File: src/hw/rtl/chunk_receive_window_core_defines.svh
// Assertion macros shared by the receive window RTL.
// Each macro takes a label, the clock and the property body; CRW_ASSERT also takes the reset.
`ifndef CHUNK_RECEIVE_WINDOW_CORE_DEFINES_SVH
`define CHUNK_RECEIVE_WINDOW_CORE_DEFINES_SVH

`ifndef SYNTHESIS

// Property checked at every rising edge outside reset.
`define CRW_ASSERT(lbl, clk, rst, prop) \
   lbl: assert property (@(posedge clk) disable iff (rst) (prop)) \
      else $error("%m: check failed");

// Property checked at every rising edge, during reset as well.
`define CRW_ASSERT_ALWAYS(lbl, clk, prop) \
   lbl: assert property (@(posedge clk) (prop)) \
      else $error("%m: check failed");

`else

`define CRW_ASSERT(lbl, clk, rst, prop)
`define CRW_ASSERT_ALWAYS(lbl, clk, prop)

`endif

`endif

File: src/hw/rtl/crw_pkg.sv
package crw_pkg;

   // Window geometry and result limit.
   localparam int WINDOW_SLOTS_DEF = 64;
   localparam int MAX_RESULTS      = 64;
   localparam int CNT_W            = $clog2(MAX_RESULTS + 1);

   // Field widths.
   localparam int IDX_W   = 32;
   localparam int LEN_W   = 17;
   localparam int DELAY_W = 16;
   localparam int OP_W    = 2;
   localparam int KIND_W  = 3;
   localparam int DIV_STEPS = 32;

   typedef logic [KIND_W-1:0] kind_type;
   typedef logic [OP_W-1:0]   op_type;

   // Operation codes.
   localparam op_type OP_ARRIVE = 2'd0;
   localparam op_type OP_TICK   = 2'd1;
   localparam op_type OP_DRAIN  = 2'd2;

   // Result kinds.
   localparam kind_type KIND_ACCEPTED = 3'd0;
   localparam kind_type KIND_IGNORED  = 3'd1;
   localparam kind_type KIND_WANT     = 3'd2;
   localparam kind_type KIND_RELEASED = 3'd3;
   localparam kind_type KIND_NONE     = 3'd4;

   // Register indexes.
   localparam logic [1:0] REG_TOTAL_CHUNKS  = 2'd0;
   localparam logic [1:0] REG_CHUNK_BYTES   = 2'd1;
   localparam logic [1:0] REG_FILE_BYTES    = 2'd2;
   localparam logic [1:0] REG_REQUEST_DELAY = 2'd3;

   // Register reset values and limits.
   localparam logic [IDX_W-1:0]   TOTAL_CHUNKS_RST  = 32'd1;
   localparam logic [LEN_W-1:0]   CHUNK_BYTES_RST   = 17'd1024;
   localparam logic [LEN_W-1:0]   CHUNK_BYTES_MAX   = 17'd65536;
   localparam logic [IDX_W-1:0]   FILE_BYTES_RST    = 32'd0;
   localparam logic [DELAY_W-1:0] REQUEST_DELAY_RST = 16'd35;

endpackage

File: src/hw/rtl/chunk_receive_window_core.sv
// Receive window for a selective-repeat chunk transfer.
// Input words are commands: start with req_op, req_chunk_index and req_now_tick
// is taken at a rising edge where busy is low; busy then stays high until the
// last result word of that command has been loaded into the result register.
// Each result word appears on the rsp_ ports for exactly one cycle with
// rsp_valid high; rsp_last marks the final word of a command. The receiver
// cannot stall, so nothing is held back.
// Sequence and rate: an arrival passes S_ARR_CHK and S_ARR_SET and gives
// its single word. A request tick walks the window one slot per cycle
// through one shared compare, up to WINDOW_SLOTS slots. A drain first runs a
// 32-step restoring remainder unit for the last chunk length, then releases
// one chunk per cycle. A command that does nothing answers with a single
// KIND_NONE word. The next command can start in the cycle in which the
// final word is shown.
// Configuration goes through the APB-style port at any time the block is idle.
// Reset clears the window base, the received bitmap and the request schedule
// at once and loads the register defaults; no clearing pass is needed.
`include "chunk_receive_window_core_defines.svh"

module chunk_receive_window_core
   import crw_pkg::*;
#(
   parameter int WINDOW_SLOTS = WINDOW_SLOTS_DEF
) (
   input  logic               clock,
   input  logic               reset,
   // Command channel
   input  logic               start,
   output logic               busy,
   input  logic [OP_W-1:0]    req_op,
   input  logic [IDX_W-1:0]   req_chunk_index,
   input  logic [IDX_W-1:0]   req_now_tick,
   // Result channel
   output logic               rsp_valid,
   output logic [KIND_W-1:0]  rsp_kind,
   output logic [IDX_W-1:0]   rsp_index,
   output logic [LEN_W-1:0]   rsp_length,
   output logic               rsp_done_res,
   output logic               rsp_last,
   // Configuration port
   input  logic               psel,
   input  logic               penable,
   input  logic               pwrite,
   input  logic [3:0]         paddr,
   input  logic [31:0]        pwdata,
   output logic [31:0]        prdata,
   output logic               pready
);

   localparam int IW = (WINDOW_SLOTS > 1) ? $clog2(WINDOW_SLOTS) : 1;
   localparam logic [IW-1:0]      LAST_SLOT  = IW'(WINDOW_SLOTS - 1);
   localparam logic [IDX_W-1:0]   SLOTS_W    = IDX_W'(WINDOW_SLOTS);
   localparam logic [CNT_W-1:0]   CNT_LAST   = CNT_W'(MAX_RESULTS - 1);
   localparam logic [4:0]         DIV_LAST   = 5'(DIV_STEPS - 1);

   // Sequencer states.
   localparam logic [2:0] S_IDLE     = 3'd0;
   localparam logic [2:0] S_ARR_CHK  = 3'd1;
   localparam logic [2:0] S_ARR_SET  = 3'd2;
   localparam logic [2:0] S_SCAN     = 3'd3;
   localparam logic [2:0] S_SCAN_FIN = 3'd4;
   localparam logic [2:0] S_DIV      = 3'd5;
   localparam logic [2:0] S_DRAIN    = 3'd6;
   localparam logic [2:0] S_NONE     = 3'd7;

   // Configuration registers.
   logic [IDX_W-1:0]   total_ff;
   logic [LEN_W-1:0]   cbytes_ff;
   logic [IDX_W-1:0]   fbytes_ff;
   logic [DELAY_W-1:0] delay_ff;

   // Window state.
   logic [2:0]              state_ff, state_in;
   logic [IDX_W-1:0]        base_ff, base_in;
   logic [WINDOW_SLOTS-1:0] map_ff, map_in;
   logic [IDX_W-1:0]        next_tick_ff, next_tick_in;

   // Working registers of the sequencer.
   logic [IDX_W:0]          idx_ff, idx_in;
   logic [IW-1:0]           slot_ff, slot_in;
   logic [WINDOW_SLOTS-1:0] scan_map_ff, scan_map_in;
   logic [IDX_W-1:0]        pend_ff, pend_in;
   logic                    pend_valid_ff, pend_valid_in;
   logic [CNT_W-1:0]        count_ff, count_in;
   logic [IW-1:0]           rel_ff, rel_in;
   logic                    win_ok_ff, win_ok_in;
   logic [LEN_W-1:0]        rem_ff, rem_in;
   logic [IDX_W-1:0]        div_q_ff, div_q_in;
   logic [4:0]              div_cnt_ff, div_cnt_in;

   // Result register.
   logic               rsp_valid_ff, rsp_valid_in;
   logic [KIND_W-1:0]  rsp_kind_ff, rsp_kind_in;
   logic [IDX_W-1:0]   rsp_index_ff, rsp_index_in;
   logic [LEN_W-1:0]   rsp_length_ff, rsp_length_in;
   logic               rsp_done_ff, rsp_done_in;
   logic               rsp_last_ff, rsp_last_in;

   // Shared helpers.
   logic               cfg_wr;
   logic [LEN_W-1:0]   cbytes_wr;
   logic               accept;
   logic               done_now;
   logic [IDX_W-1:0]   diff;
   logic               in_range;
   logic               miss;
   logic [LEN_W:0]     div_trial;
   logic [IDX_W:0]     base_plus;
   logic               last_chunk;
   logic [WINDOW_SLOTS-1:0] rel_hot;

   assign accept   = start && (state_ff == S_IDLE);
   assign busy     = (state_ff != S_IDLE);
   assign done_now = (base_ff >= total_ff);
   assign diff      = idx_ff[IDX_W-1:0] - base_ff;
   assign in_range  = (idx_ff < {1'b0, total_ff});
   assign miss      = in_range && !scan_map_ff[0];
   assign div_trial = {rem_ff, div_q_ff[IDX_W-1]};
   assign base_plus = {1'b0, base_ff} + 33'd1;
   assign last_chunk = (base_plus >= {1'b0, total_ff});
   assign rel_hot    = WINDOW_SLOTS'(1) << rel_ff;

   // Configuration port: zero-wait writes, register readback.
   assign pready = 1'b1;
   assign cfg_wr = psel && penable && pwrite && pready;

   always_comb begin
      cbytes_wr = pwdata[LEN_W-1:0];
      if (cbytes_wr == '0) begin
         cbytes_wr = 17'd1;
      end else if (cbytes_wr > CHUNK_BYTES_MAX) begin
         cbytes_wr = CHUNK_BYTES_MAX;
      end
   end

   always_comb begin
      case (paddr[3:2])
         REG_TOTAL_CHUNKS:  prdata = total_ff;
         REG_CHUNK_BYTES:   prdata = {15'd0, cbytes_ff};
         REG_FILE_BYTES:    prdata = fbytes_ff;
         REG_REQUEST_DELAY: prdata = {16'd0, delay_ff};
         default:           prdata = '0;
      endcase
   end

   always_ff @(posedge clock) begin
      if (reset) begin
         total_ff  <= TOTAL_CHUNKS_RST;
         cbytes_ff <= CHUNK_BYTES_RST;
         fbytes_ff <= FILE_BYTES_RST;
         delay_ff  <= REQUEST_DELAY_RST;
      end else if (cfg_wr) begin
         case (paddr[3:2])
            REG_TOTAL_CHUNKS:  total_ff  <= (pwdata == '0) ? 32'd1 : pwdata;
            REG_CHUNK_BYTES:   cbytes_ff <= cbytes_wr;
            REG_FILE_BYTES:    fbytes_ff <= pwdata;
            REG_REQUEST_DELAY: delay_ff  <= pwdata[DELAY_W-1:0];
            default: ;
         endcase
      end
   end

   // Sequencer: each state evaluates the compares and subtracts that it needs.
   always_comb begin
      state_in      = state_ff;
      base_in       = base_ff;
      map_in        = map_ff;
      next_tick_in  = next_tick_ff;
      idx_in        = idx_ff;
      slot_in       = slot_ff;
      scan_map_in   = scan_map_ff;
      pend_in       = pend_ff;
      pend_valid_in = pend_valid_ff;
      count_in      = count_ff;
      rel_in        = rel_ff;
      win_ok_in     = win_ok_ff;
      rem_in        = rem_ff;
      div_q_in      = div_q_ff;
      div_cnt_in    = div_cnt_ff;

      rsp_valid_in  = 1'b0;
      rsp_kind_in   = rsp_kind_ff;
      rsp_index_in  = rsp_index_ff;
      rsp_length_in = rsp_length_ff;
      rsp_done_in   = rsp_done_ff;
      rsp_last_in   = rsp_last_ff;

      case (state_ff)
         S_IDLE: begin
            if (accept) begin
               case (req_op)
                  OP_ARRIVE: begin
                     idx_in   = {1'b0, req_chunk_index};
                     state_in = S_ARR_CHK;
                  end
                  OP_TICK: begin
                     if (!done_now && (req_now_tick >= next_tick_ff)) begin
                        next_tick_in  = req_now_tick + {16'd0, delay_ff};
                        idx_in        = {1'b0, base_ff};
                        slot_in       = '0;
                        scan_map_in   = map_ff;
                        pend_valid_in = 1'b0;
                        count_in      = '0;
                        state_in      = S_SCAN;
                     end else begin
                        state_in = S_NONE;
                     end
                  end
                  OP_DRAIN: begin
                     if (map_ff[0]) begin
                        rem_in     = '0;
                        div_q_in   = fbytes_ff;
                        div_cnt_in = '0;
                        state_in   = S_DIV;
                     end else begin
                        state_in = S_NONE;
                     end
                  end
                  default: state_in = S_NONE;
               endcase
            end
         end

         // Window test for an arriving chunk.
         S_ARR_CHK: begin
            win_ok_in = (idx_ff[IDX_W-1:0] >= base_ff) && (diff < SLOTS_W) && in_range;
            rel_in    = diff[IW-1:0];
            state_in  = S_ARR_SET;
         end

         S_ARR_SET: begin
            rsp_valid_in  = 1'b1;
            rsp_index_in  = '0;
            rsp_length_in = '0;
            rsp_done_in   = done_now;
            rsp_last_in   = 1'b1;
            if (win_ok_ff && !(|(map_ff & rel_hot))) begin
               map_in      = map_ff | rel_hot;
               rsp_kind_in = KIND_ACCEPTED;
            end else begin
               rsp_kind_in = KIND_IGNORED;
            end
            state_in = S_IDLE;
         end

         // One slot per cycle; a found index waits in pend until the next found index
         // or the end of the scan shows whether it is the last word.
         S_SCAN: begin
            if (miss) begin
               if (pend_valid_ff) begin
                  rsp_valid_in  = 1'b1;
                  rsp_kind_in   = KIND_WANT;
                  rsp_index_in  = pend_ff;
                  rsp_length_in = '0;
                  rsp_done_in   = done_now;
                  rsp_last_in   = 1'b0;
               end
               pend_in       = idx_ff[IDX_W-1:0];
               pend_valid_in = 1'b1;
               count_in      = count_ff + CNT_W'(1);
            end
            if (!in_range || (slot_ff == LAST_SLOT) || (miss && (count_ff == CNT_LAST))) begin
               state_in = S_SCAN_FIN;
            end else begin
               slot_in     = slot_ff + IW'(1);
               idx_in      = idx_ff + 33'd1;
               scan_map_in = scan_map_ff >> 1;
            end
         end

         S_SCAN_FIN: begin
            rsp_valid_in  = 1'b1;
            rsp_kind_in   = pend_valid_ff ? KIND_WANT : KIND_NONE;
            rsp_index_in  = pend_valid_ff ? pend_ff : '0;
            rsp_length_in = '0;
            rsp_done_in   = done_now;
            rsp_last_in   = 1'b1;
            state_in      = S_IDLE;
         end

         // Restoring remainder of file size by chunk size, one bit a cycle.
         S_DIV: begin
            if (div_trial >= {1'b0, cbytes_ff}) begin
               rem_in = LEN_W'(div_trial - {1'b0, cbytes_ff});
            end else begin
               rem_in = div_trial[LEN_W-1:0];
            end
            div_q_in   = div_q_ff << 1;
            div_cnt_in = div_cnt_ff + 5'd1;
            if (div_cnt_ff == DIV_LAST) begin
               count_in = '0;
               state_in = S_DRAIN;
            end
         end

         // Release one in-order chunk a cycle and slide the window.
         S_DRAIN: begin
            rsp_valid_in  = 1'b1;
            rsp_kind_in   = KIND_RELEASED;
            rsp_index_in  = base_ff;
            rsp_length_in = last_chunk ? rem_ff : cbytes_ff;
            rsp_done_in   = last_chunk;
            rsp_last_in   = !map_ff[1] || (count_ff == CNT_LAST);
            base_in       = base_plus[IDX_W-1:0];
            map_in        = map_ff >> 1;
            count_in      = count_ff + CNT_W'(1);
            if (!map_ff[1] || (count_ff == CNT_LAST)) begin
               state_in = S_IDLE;
            end
         end

         S_NONE: begin
            rsp_valid_in  = 1'b1;
            rsp_kind_in   = KIND_NONE;
            rsp_index_in  = '0;
            rsp_length_in = '0;
            rsp_done_in   = done_now;
            rsp_last_in   = 1'b1;
            state_in      = S_IDLE;
         end

         default: state_in = S_IDLE;
      endcase
   end

   // Control state and window state.
   always_ff @(posedge clock) begin
      if (reset) begin
         state_ff      <= S_IDLE;
         base_ff       <= '0;
         map_ff        <= '0;
         next_tick_ff  <= '0;
         pend_valid_ff <= 1'b0;
         count_ff      <= '0;
         rsp_valid_ff  <= 1'b0;
      end else begin
         state_ff      <= state_in;
         base_ff       <= base_in;
         map_ff        <= map_in;
         next_tick_ff  <= next_tick_in;
         pend_valid_ff <= pend_valid_in;
         count_ff      <= count_in;
         rsp_valid_ff  <= rsp_valid_in;
      end
   end

   // Working and result payload registers.
   always_ff @(posedge clock) begin
      idx_ff        <= idx_in;
      slot_ff       <= slot_in;
      scan_map_ff   <= scan_map_in;
      pend_ff       <= pend_in;
      rel_ff        <= rel_in;
      win_ok_ff     <= win_ok_in;
      rem_ff        <= rem_in;
      div_q_ff      <= div_q_in;
      div_cnt_ff    <= div_cnt_in;
      rsp_kind_ff   <= rsp_kind_in;
      rsp_index_ff  <= rsp_index_in;
      rsp_length_ff <= rsp_length_in;
      rsp_done_ff   <= rsp_done_in;
      rsp_last_ff   <= rsp_last_in;
   end

   assign rsp_valid    = rsp_valid_ff;
   assign rsp_kind     = rsp_kind_ff;
   assign rsp_index    = rsp_index_ff;
   assign rsp_length   = rsp_length_ff;
   assign rsp_done_res = rsp_done_ff;
   assign rsp_last     = rsp_last_ff;

   // A word that is not the last of its command leaves the block busy.
   `CRW_ASSERT(a_mid_word_busy, clock, reset, (rsp_valid_ff && !rsp_last_ff) |-> busy)
   // A taken command makes the block busy in the next cycle.
   `CRW_ASSERT(a_start_busy, clock, reset, (start && !busy) |=> busy)
   // The drain only runs while the window base slot holds a chunk.
   `CRW_ASSERT(a_drain_head, clock, reset, (state_ff == S_DRAIN) |-> map_ff[0])
   // The result count never passes the per-command limit.
   `CRW_ASSERT(a_count_limit, clock, reset, count_ff <= CNT_W'(MAX_RESULTS))
   // A "nothing to do" word always closes its command.
   `CRW_ASSERT(a_none_last, clock, reset,
      (rsp_valid_ff && (rsp_kind_ff == KIND_NONE)) |-> rsp_last_ff)

endmodule
File: config.mk
export PLATFORM = sky130hd
export DESIGN_NAME = chunk_receive_window_core
export DESIGN_NICKNAME = d
export VERILOG_FILES = /design/src/hw/rtl/crw_pkg.sv /design/src/hw/rtl/chunk_receive_window_core.sv
export VERILOG_INCLUDE_DIRS = /design/src /design/src/hw/rtl
export SDC_FILE = /design/constraint.sdc
export NUM_CORES = 1
export LEC_CHECK = 0
export BUFFER_PORTS_ARGS = -buffer_cell sky130_fd_sc_hd__buf_2
export CAP_MARGIN = 15
export CORE_MARGIN = 1
export CORE_UTILIZATION = 57
export DETAILED_ROUTE_END_ITERATION = 10
export HOLD_SLACK_MARGIN = 0.03
export PLACE_DENSITY = 0.74
export SLEW_MARGIN = 20
export SYNTH_ARGS = -nofsm -noshare
export SYNTH_HDL_FRONTEND = slang
export SYNTH_SLANG_ARGS = --single-unit
File: constraint.sdc
create_clock -name clock -period 13.4 [get_ports clock]
set_clock_uncertainty 0.05 [all_clocks]
set_input_delay 0 -clock clock [delete_from_list [all_inputs] [get_ports clock]]
set_output_delay 0 -clock clock [all_outputs]
set_load 0.02 [all_outputs]
==> results of run 1 <==
[final cells by class]
class	instances	share of cell area [%]
diodes	4	0.0297
flip-flops and latches	487	36.4
inverters	156	1.74
clock inverters	18	0.487
clock buffers	78	4.58
repair buffers	343	7.22
multi-input cells	2500	47.0
well taps	672	2.50
[worst reg2reg max path: cells and delay by family (launching register included)]
family          cells  cell delay, ps
xor+xnor            1             180
compound gates      3             520
fa+ha+maj           1             320
flops               1             520
buf+inv             1             420
simple gates       12            3330
[kinds of logic after synthesis]
logic type | count (synthesis) | share of synthesized area [%]
and+or+nand+nor | 1352 | 20.7
AOI/OAI and AO/OA | 741 | 17.0
DFF | 487 | 41.7
buffers and inverters | 348 | 4.79
adders and majority gates | 202 | 8.71
xor gates and xnor gates | 138 | 4.12
muxes | 66 | 2.96
other | 1 | 0.0128
[stage by stage]
stage	cells	hold WS, ps	setup slack (ps)
floorplan	3335	67.8	6960
global placement	4032	214	8030
detailed placement	4032	218	7980
CTS	4253	112	7930
global route	4257	157	7440
finish	4258	154	7830
[cells in the mapped netlist (18+ instances only)]
cell type | n | area share (%)
sky130_fd_sc_hd__dfxtp_1 | 237 | 16
sky130_fd_sc_hd__nor2b_1 | 42 | 0.90
sky130_fd_sc_hd__nor2_1 | 280 | 3.6
sky130_fd_sc_hd__xnor2_1 | 115 | 3.4
sky130_fd_sc_hd__and3_1 | 31 | 0.66
sky130_fd_sc_hd__nor3_1 | 80 | 1.4
sky130_fd_sc_hd__mux2i_1 | 43 | 1.5
sky130_fd_sc_hd__a22o_1 | 34 | 1.0
sky130_fd_sc_hd__a41oi_1 | 21 | 0.63
sky130_fd_sc_hd__a21oi_1 | 225 | 3.8
sky130_fd_sc_hd__a21o_1 | 54 | 1.4
sky130_fd_sc_hd__a22oi_1 | 22 | 0.56
sky130_fd_sc_hd__xor2_1 | 23 | 0.69
sky130_fd_sc_hd__nand3_1 | 104 | 1.8
sky130_fd_sc_hd__o21ai_0 | 111 | 1.9
sky130_fd_sc_hd__inv_1 | 153 | 2.0
sky130_fd_sc_hd__and2_1 | 19 | 0.40
sky130_fd_sc_hd__edfxtp_1 | 250 | 26
sky130_fd_sc_hd__ha_1 | 198 | 8.4
sky130_fd_sc_hd__nand2b_1 | 29 | 0.62
sky130_fd_sc_hd__clkbuf_1 | 148 | 1.9
sky130_fd_sc_hd__a311oi_1 | 42 | 1.3
sky130_fd_sc_hd__o22ai_1 | 18 | 0.38
sky130_fd_sc_hd__o21ai_1 | 18 | 0.31
sky130_fd_sc_hd__nand2_1 | 633 | 8.1
sky130_fd_sc_hd__nand4_1 | 41 | 0.87
sky130_fd_sc_hd__buf_2 | 23 | 0.39
sky130_fd_sc_hd__a211oi_1 | 38 | 0.97
[state kept, by name (all words and copies together) (netlist names), 7 cells and up]
name,count
base_ff,32
div_q_ff,32
total_ff,32
rsp_length,17
fbytes_ff,32
cbytes_ff,17
next_tick_ff,32
rsp_index,32
idx_ff,33
count_ff,7
delay_ff,16
scan_map_ff,64
pend_ff,32
map_ff,64
rem_ff,17
[how the worst max path moves through the flow]
stage / endpoint / slack (ps) / cells after the start
5_1_grt: rsp_length[15] / 7440 / 18
3_3_place_gp: rsp_length[15] / 8030 / 18
4_1_cts: rsp_length[15] / 7930 / 18
2_1_floorplan: scan_map_ff[0] / 6960 / 10
6_report: rsp_length[15] / 7830 / 18
3_5_place_dp: rsp_length[15] / 7980 / 18
[power by group]
part	internal, mW	leakage, nW	total [mW]	switching [mW]
logic	0.500	7.72	1.44	0.935
registers	1.88	4.27	2.11	0.236
clock network	0.819	0.831	1.44	0.618
total	3.20	12.8	4.99	1.79
[what timing repair did]
item / in CTS / in global routing
hold buffers: 125 / 0
gates resized for setup: 0 / 0
endpoints found under the hold margin: 197 / 0
[per-layer routing]
layer	part of all wire, %	track usage [%]	wire length [um]
met2	46	53.9	41900
met4	4.0	13.8	3610
met5	0.014	0	13
met3	9.0	5.38	8180
met1	41	46.2	37200
==> metrics, run 1 <==
number of stages on the worst hold path 4; most numerous cell on the critical path sky130_fd_sc_hd__nand3_1; DIE AREA 0.0524 mm^2; Post-synth ARST share 0%; vertical die dimension 229 um; R2R Setup Slk slightly below 8000 ps; number of filler instances in the final layout 4095; net total in the final layout about 3800; wire length of the first global-routing pass 142000 um; number of detailed-route iterations in the first pass 6; residual overflow from global routing 0; number of max-cap violations 0; vias in the first global route about 25000; Routability Congestion 0.952; cell area reported after detailed placement 0.0307 mm^2; Via density between 6 and 7; summed instance area of the synthesized netlist 0.0294 mm^2; count of flip-flops with a built-in enable after synthesis 250; DR DRC count 0; slowest cell on the critical path sky130_fd_sc_hd__nor4_2; most frequent cells in the layout sky130_fd_sc_hd__nand2_1 (632), sky130_fd_sc_hd__nor2_1 (277), sky130_fd_sc_hd__edfxtp_1 (250); setup bufs post-CTS 0; RR Startpoint base_ff[0]; number of pins with negative max-slew slack in the final report 0; Max Fclk 180 MHz; number of port buffers 193; most common cell after layout, fill and taps aside sky130_fd_sc_hd__nand2_1; cell area power density between 100 and 150 mW/mm^2; period utilisation layout between 40% and 50%; Tightest Pin Transition approximately 1200 ps; Routed WL per cell 21.4 um; depth of the worst register-to-register path 18; CP endpoint kind flip-flop; number of clock buffers inserted by TritonCTS 51; clock latency of the later-clocked register in the worst-skew pair 620 ps; hold_sp pwdata[31]; die width approximately 230 um; effective utilization at floorplan 58.2%; minimum period implied by the final worst setup slack 5570 ps; layout overhead on the synthesized area 14.7%; Crit path required time 13750 ps; category of the most critical setup path reg2reg; final design instance area without fill roughly 0.034 mm^2; fraction of final layout cells sized beyond drive strength 1 10.4%; Sinks on Clock Net 487; summed negative setup slack over all endpoints 0 ps; Post-Syn Nets ~3600; startpoint class of the critical path flip-flop; # setup viols final 0; sequential element share of the synthesized area between 40% and 50%; relative slew slack 21.7%; unrepaired setup endpoints after global routing false; Clk Tree Root Cell sky130_fd_sc_hd__clkbuf_16; Avg Inst Size Synth 8.80 um^2; Tot GR Track Use between 30% and 40%; critical path's largest stage delay roughly 680 ps; sink of the worst hold path fbytes_ff[31]; final core area utilization 66.7%; area occupied by multi-input gates 0.0158 mm^2; clk slew on worst S/H paths 70 ps; HPWL after detailed placement ~64000 um; CTS tree built; cell-by-cell trace of the critical path nand3_1, nor4_2, nand2_1, nor4_2, nand3_1, nor4_2, nand3_1, xnor2_1, ha_1, nand4_1, nor2_1, and3_1, nand4_1, a21oi_1, a211oi_4, buf_4, nand3_1, o31ai_2; placeable core region 0.0505 mm^2; leakage power summed over all cells 12.8 nW; antenna viol nets, final 0; kind of cell with the highest combined delay on the critical path simple AND/OR/NAND/NOR gates; Peak supply drop 0.000105 V; Yosys warning total 0; endpoint arrival time on the critical path 5920 ps; initial DRC count around 3100; CTS max path bufs 3; endpoints failing hold 0; distinct cell type count of the synthesized netlist 95; maximum number of pins on one net before global-route repair 108; IO Count 197; number of cells produced by synthesis 3335; RR Endpoint rsp_length[15]; FP Rows ~80; path class of the lowest-slack min-delay path in2reg; vias after detailed routing 26800; Total Wirelength 90900 um; storage element area 0.0123 mm^2; total number of H-tree levels 2; status complete, no violations; peak fanout along the critical path 35; Main synth FF type sky130_fd_sc_hd__edfxtp_1; startpoint of the most critical setup path base_ff[0]; post-layout power 4.99 mW; initial antenna violation count 7; Bufs and invs on worst path 1; number of synthesized register bits 487
Power figures use the tool's default switching activity.
==> inputs of run 2 (changes only) <==
==> constraint.sdc (replaced) <==
create_clock -name clock -period 5.18 [get_ports clock]
set_clock_uncertainty 0.05 [all_clocks]
set_input_delay 0 -clock clock [delete_from_list [all_inputs] [get_ports clock]]
set_output_delay 0 -clock clock [all_outputs]
set_load 0.02 [all_outputs]
==> metrics, run 2 (synthesized netlist as in run 1, its figures left out) <==
Clk Tree Root Cell sky130_fd_sc_hd__clkbuf_16; summed negative setup slack over all endpoints 0 ps; placeable core region 0.0505 mm^2; DIE AREA 0.0524 mm^2; net total in the final layout 3883; period utilisation layout a little over nine tenths; effective utilization at floorplan 58.2%; number of detailed-route iterations in the first pass 8; Tot GR Track Use 34.8%; RR Endpoint rsp_length[0]; WHS approximately 81 ps; number of filler instances in the final layout around 4000; FP Rows a little over 80; Placement Setup Slack around 250 ps; status complete, no violations; number of port buffers around 190; fraction of final layout cells sized beyond drive strength 1 11.3%; DR DRC count 0; number of max-cap violations 0; most common cell after layout, fill and taps aside sky130_fd_sc_hd__nand2_1; initial DRC count 3140; final setup margin about 320 ps; Max Fclk 206 MHz; die width 229 um; number of stages on the worst hold path 6; CP endpoint kind flip-flop; leakage power summed over all cells between 10 and 15 nW; wire length of the first global-routing pass approximately 140000 um; endpoints failing hold 0; Tightest Pin Transition 1130 ps; Bufs and invs on worst path 1; Via density 6.28; Routed WL per cell approximately 22 um; Worst path depth 18; path class of the lowest-slack min-delay path in2reg; CTS tree built; kind of cell with the highest combined delay on the critical path simple AND/OR/NAND/NOR gates; IO Count roughly 200; vertical die dimension 229 um; vias after detailed routing 27000; maximum number of pins on one net before global-route repair 125; final core area utilization about two thirds; Total Wirelength about 93000 um; initial antenna violation count 2; post-route non-filler standard cell count between 4000 and 5000; Crit path required time 5470 ps; endpoint arrival time on the critical path 5150 ps; most frequent cells in the layout sky130_fd_sc_hd__nand2_1 (632), sky130_fd_sc_hd__nor2_1 (277), sky130_fd_sc_hd__edfxtp_1 (250); layout overhead on the synthesized area 15.6%; RR Startpoint base_ff[1]; HPWL after detailed placement 65700 um; area occupied by multi-input gates roughly 0.016 mm^2; cell count after placement between 4000 and 5000; Peak supply drop around 0.00028 V; clock latency of the later-clocked register in the worst-skew pair 620 ps; sink of the worst hold path total_ff[14]; Regs by FF count map_ff x64, scan_map_ff x64, idx_ff x33; storage element area 0.0123 mm^2; relative slew slack 24.2%; category of the most critical setup path reg2reg; vias in the first global route 26000; unrepaired setup endpoints after global routing false; number of pins with negative max-slew slack in the final report 0; Sinks on Clock Net 487; peak fanout along the critical path 35; antenna viol nets, final 0; depth of the worst register-to-register path 18; clk slew on worst S/H paths 60 ps; number of clock buffers inserted by TritonCTS 53; Routability Congestion between 0.9 and 1; cell-by-cell trace of the critical path ha_1, and3_1, nand3_1, or4_4, nor4_4, nand3_2, nor2_1, xnor2_1, ha_1, nand4_1, nor2_1, and3_1, nand4_1, a21oi_1, a211oi_4, buf_12, nand3_1, o31ai_2; # setup viols final 0; hold_sp penable; CTS max path bufs 3; critical path's largest stage delay 690 ps; total number of H-tree levels 2; minimum period implied by the final worst setup slack 4860 ps; residual overflow from global routing 0; startpoint class of the critical path flip-flop; cell area power density around 380 mW/mm^2; R2R Setup Slk 320 ps; slowest cell on the critical path sky130_fd_sc_hd__or4_4
[run 2: worst reg2reg max path, stage by stage, from the launching register on]
cell and delay [ps]:
sky130_fd_sc_hd__dfxtp_1 530, sky130_fd_sc_hd__ha_1 290, sky130_fd_sc_hd__and3_1 240, sky130_fd_sc_hd__nand3_1 270
sky130_fd_sc_hd__or4_4 690, sky130_fd_sc_hd__nor4_4 380, sky130_fd_sc_hd__nand3_2 210, sky130_fd_sc_hd__nor2_1 200
sky130_fd_sc_hd__xnor2_1 80, sky130_fd_sc_hd__ha_1 310, sky130_fd_sc_hd__nand4_1 90, sky130_fd_sc_hd__nor2_1 160
sky130_fd_sc_hd__and3_1 250, sky130_fd_sc_hd__nand4_1 110, sky130_fd_sc_hd__a21oi_1 250, sky130_fd_sc_hd__a211oi_4 90
sky130_fd_sc_hd__buf_12 170, sky130_fd_sc_hd__nand3_1 140, sky130_fd_sc_hd__o31ai_2 80
[run 2: where the power goes]
group | total [mW] | switching (mW) | internal, mW
registers | 5.39 | 0.531 | 4.86
clock network | 3.77 | 1.63 | 2.14
logic | 3.80 | 2.48 | 1.32
[run 2: per-stage QoR]
| stage | total power, mW | cell area [um^2] |
|---|---|---|
| 5_1_grt | 13.5 | 33900 |
| 3_3_place_gp | 8.97 | 30900 |
| 3_5_place_dp | 9.06 | 30900 |
| 4_1_cts | 12.9 | 33900 |
| 2_1_floorplan | 7.78 | 29400 |
| 6_report | 13.0 | 33900 |
[run 2: cell type report]
type | count | share of cell area, %
clock buffer | 77 | 4.60
tap | 672 | 2.48
multi-input combinational | 2501 | 46.7
clock inverter | 22 | 0.479
antenna | 2 | 0.0148
inverter | 156 | 1.73
timing repair buffer | 374 | 7.90
sequential | 487 | 36.1
[run 2: worst max-delay path by stage]
stage	end	from
2_1_floorplan	scan_map_ff[0]	total_ff[17]
3_3_place_gp	rsp_length[15]	base_ff[1]
3_5_place_dp	rsp_length[0]	base_ff[1]
4_1_cts	next_tick_ff[0]	base_ff[27]
5_1_grt	rsp_length[15]	base_ff[1]
6_report	rsp_length[0]	base_ff[1]
[run 2: timing repair]
action,CTS,global route
resized for setup,0,1
endpoints found under the setup margin,0,18
setup buffers,0,0
hold buffers,128,0
hold endpoints to repair,209,0
[run 2: layer usage]
| metal | vias up | global-route usage [%] | part of all wire, % |
|---|---|---|---|
| met5 | - | 0 | 0 |
| met4 | 0 | 16.3 | 4.8 |
| met3 | 262 | 5.04 | 9.2 |
| met2 | 1407 | 54.1 | 45 |
| met1 | 12900 | 47.8 | 41 |
| li1 | 12400 | - | - |
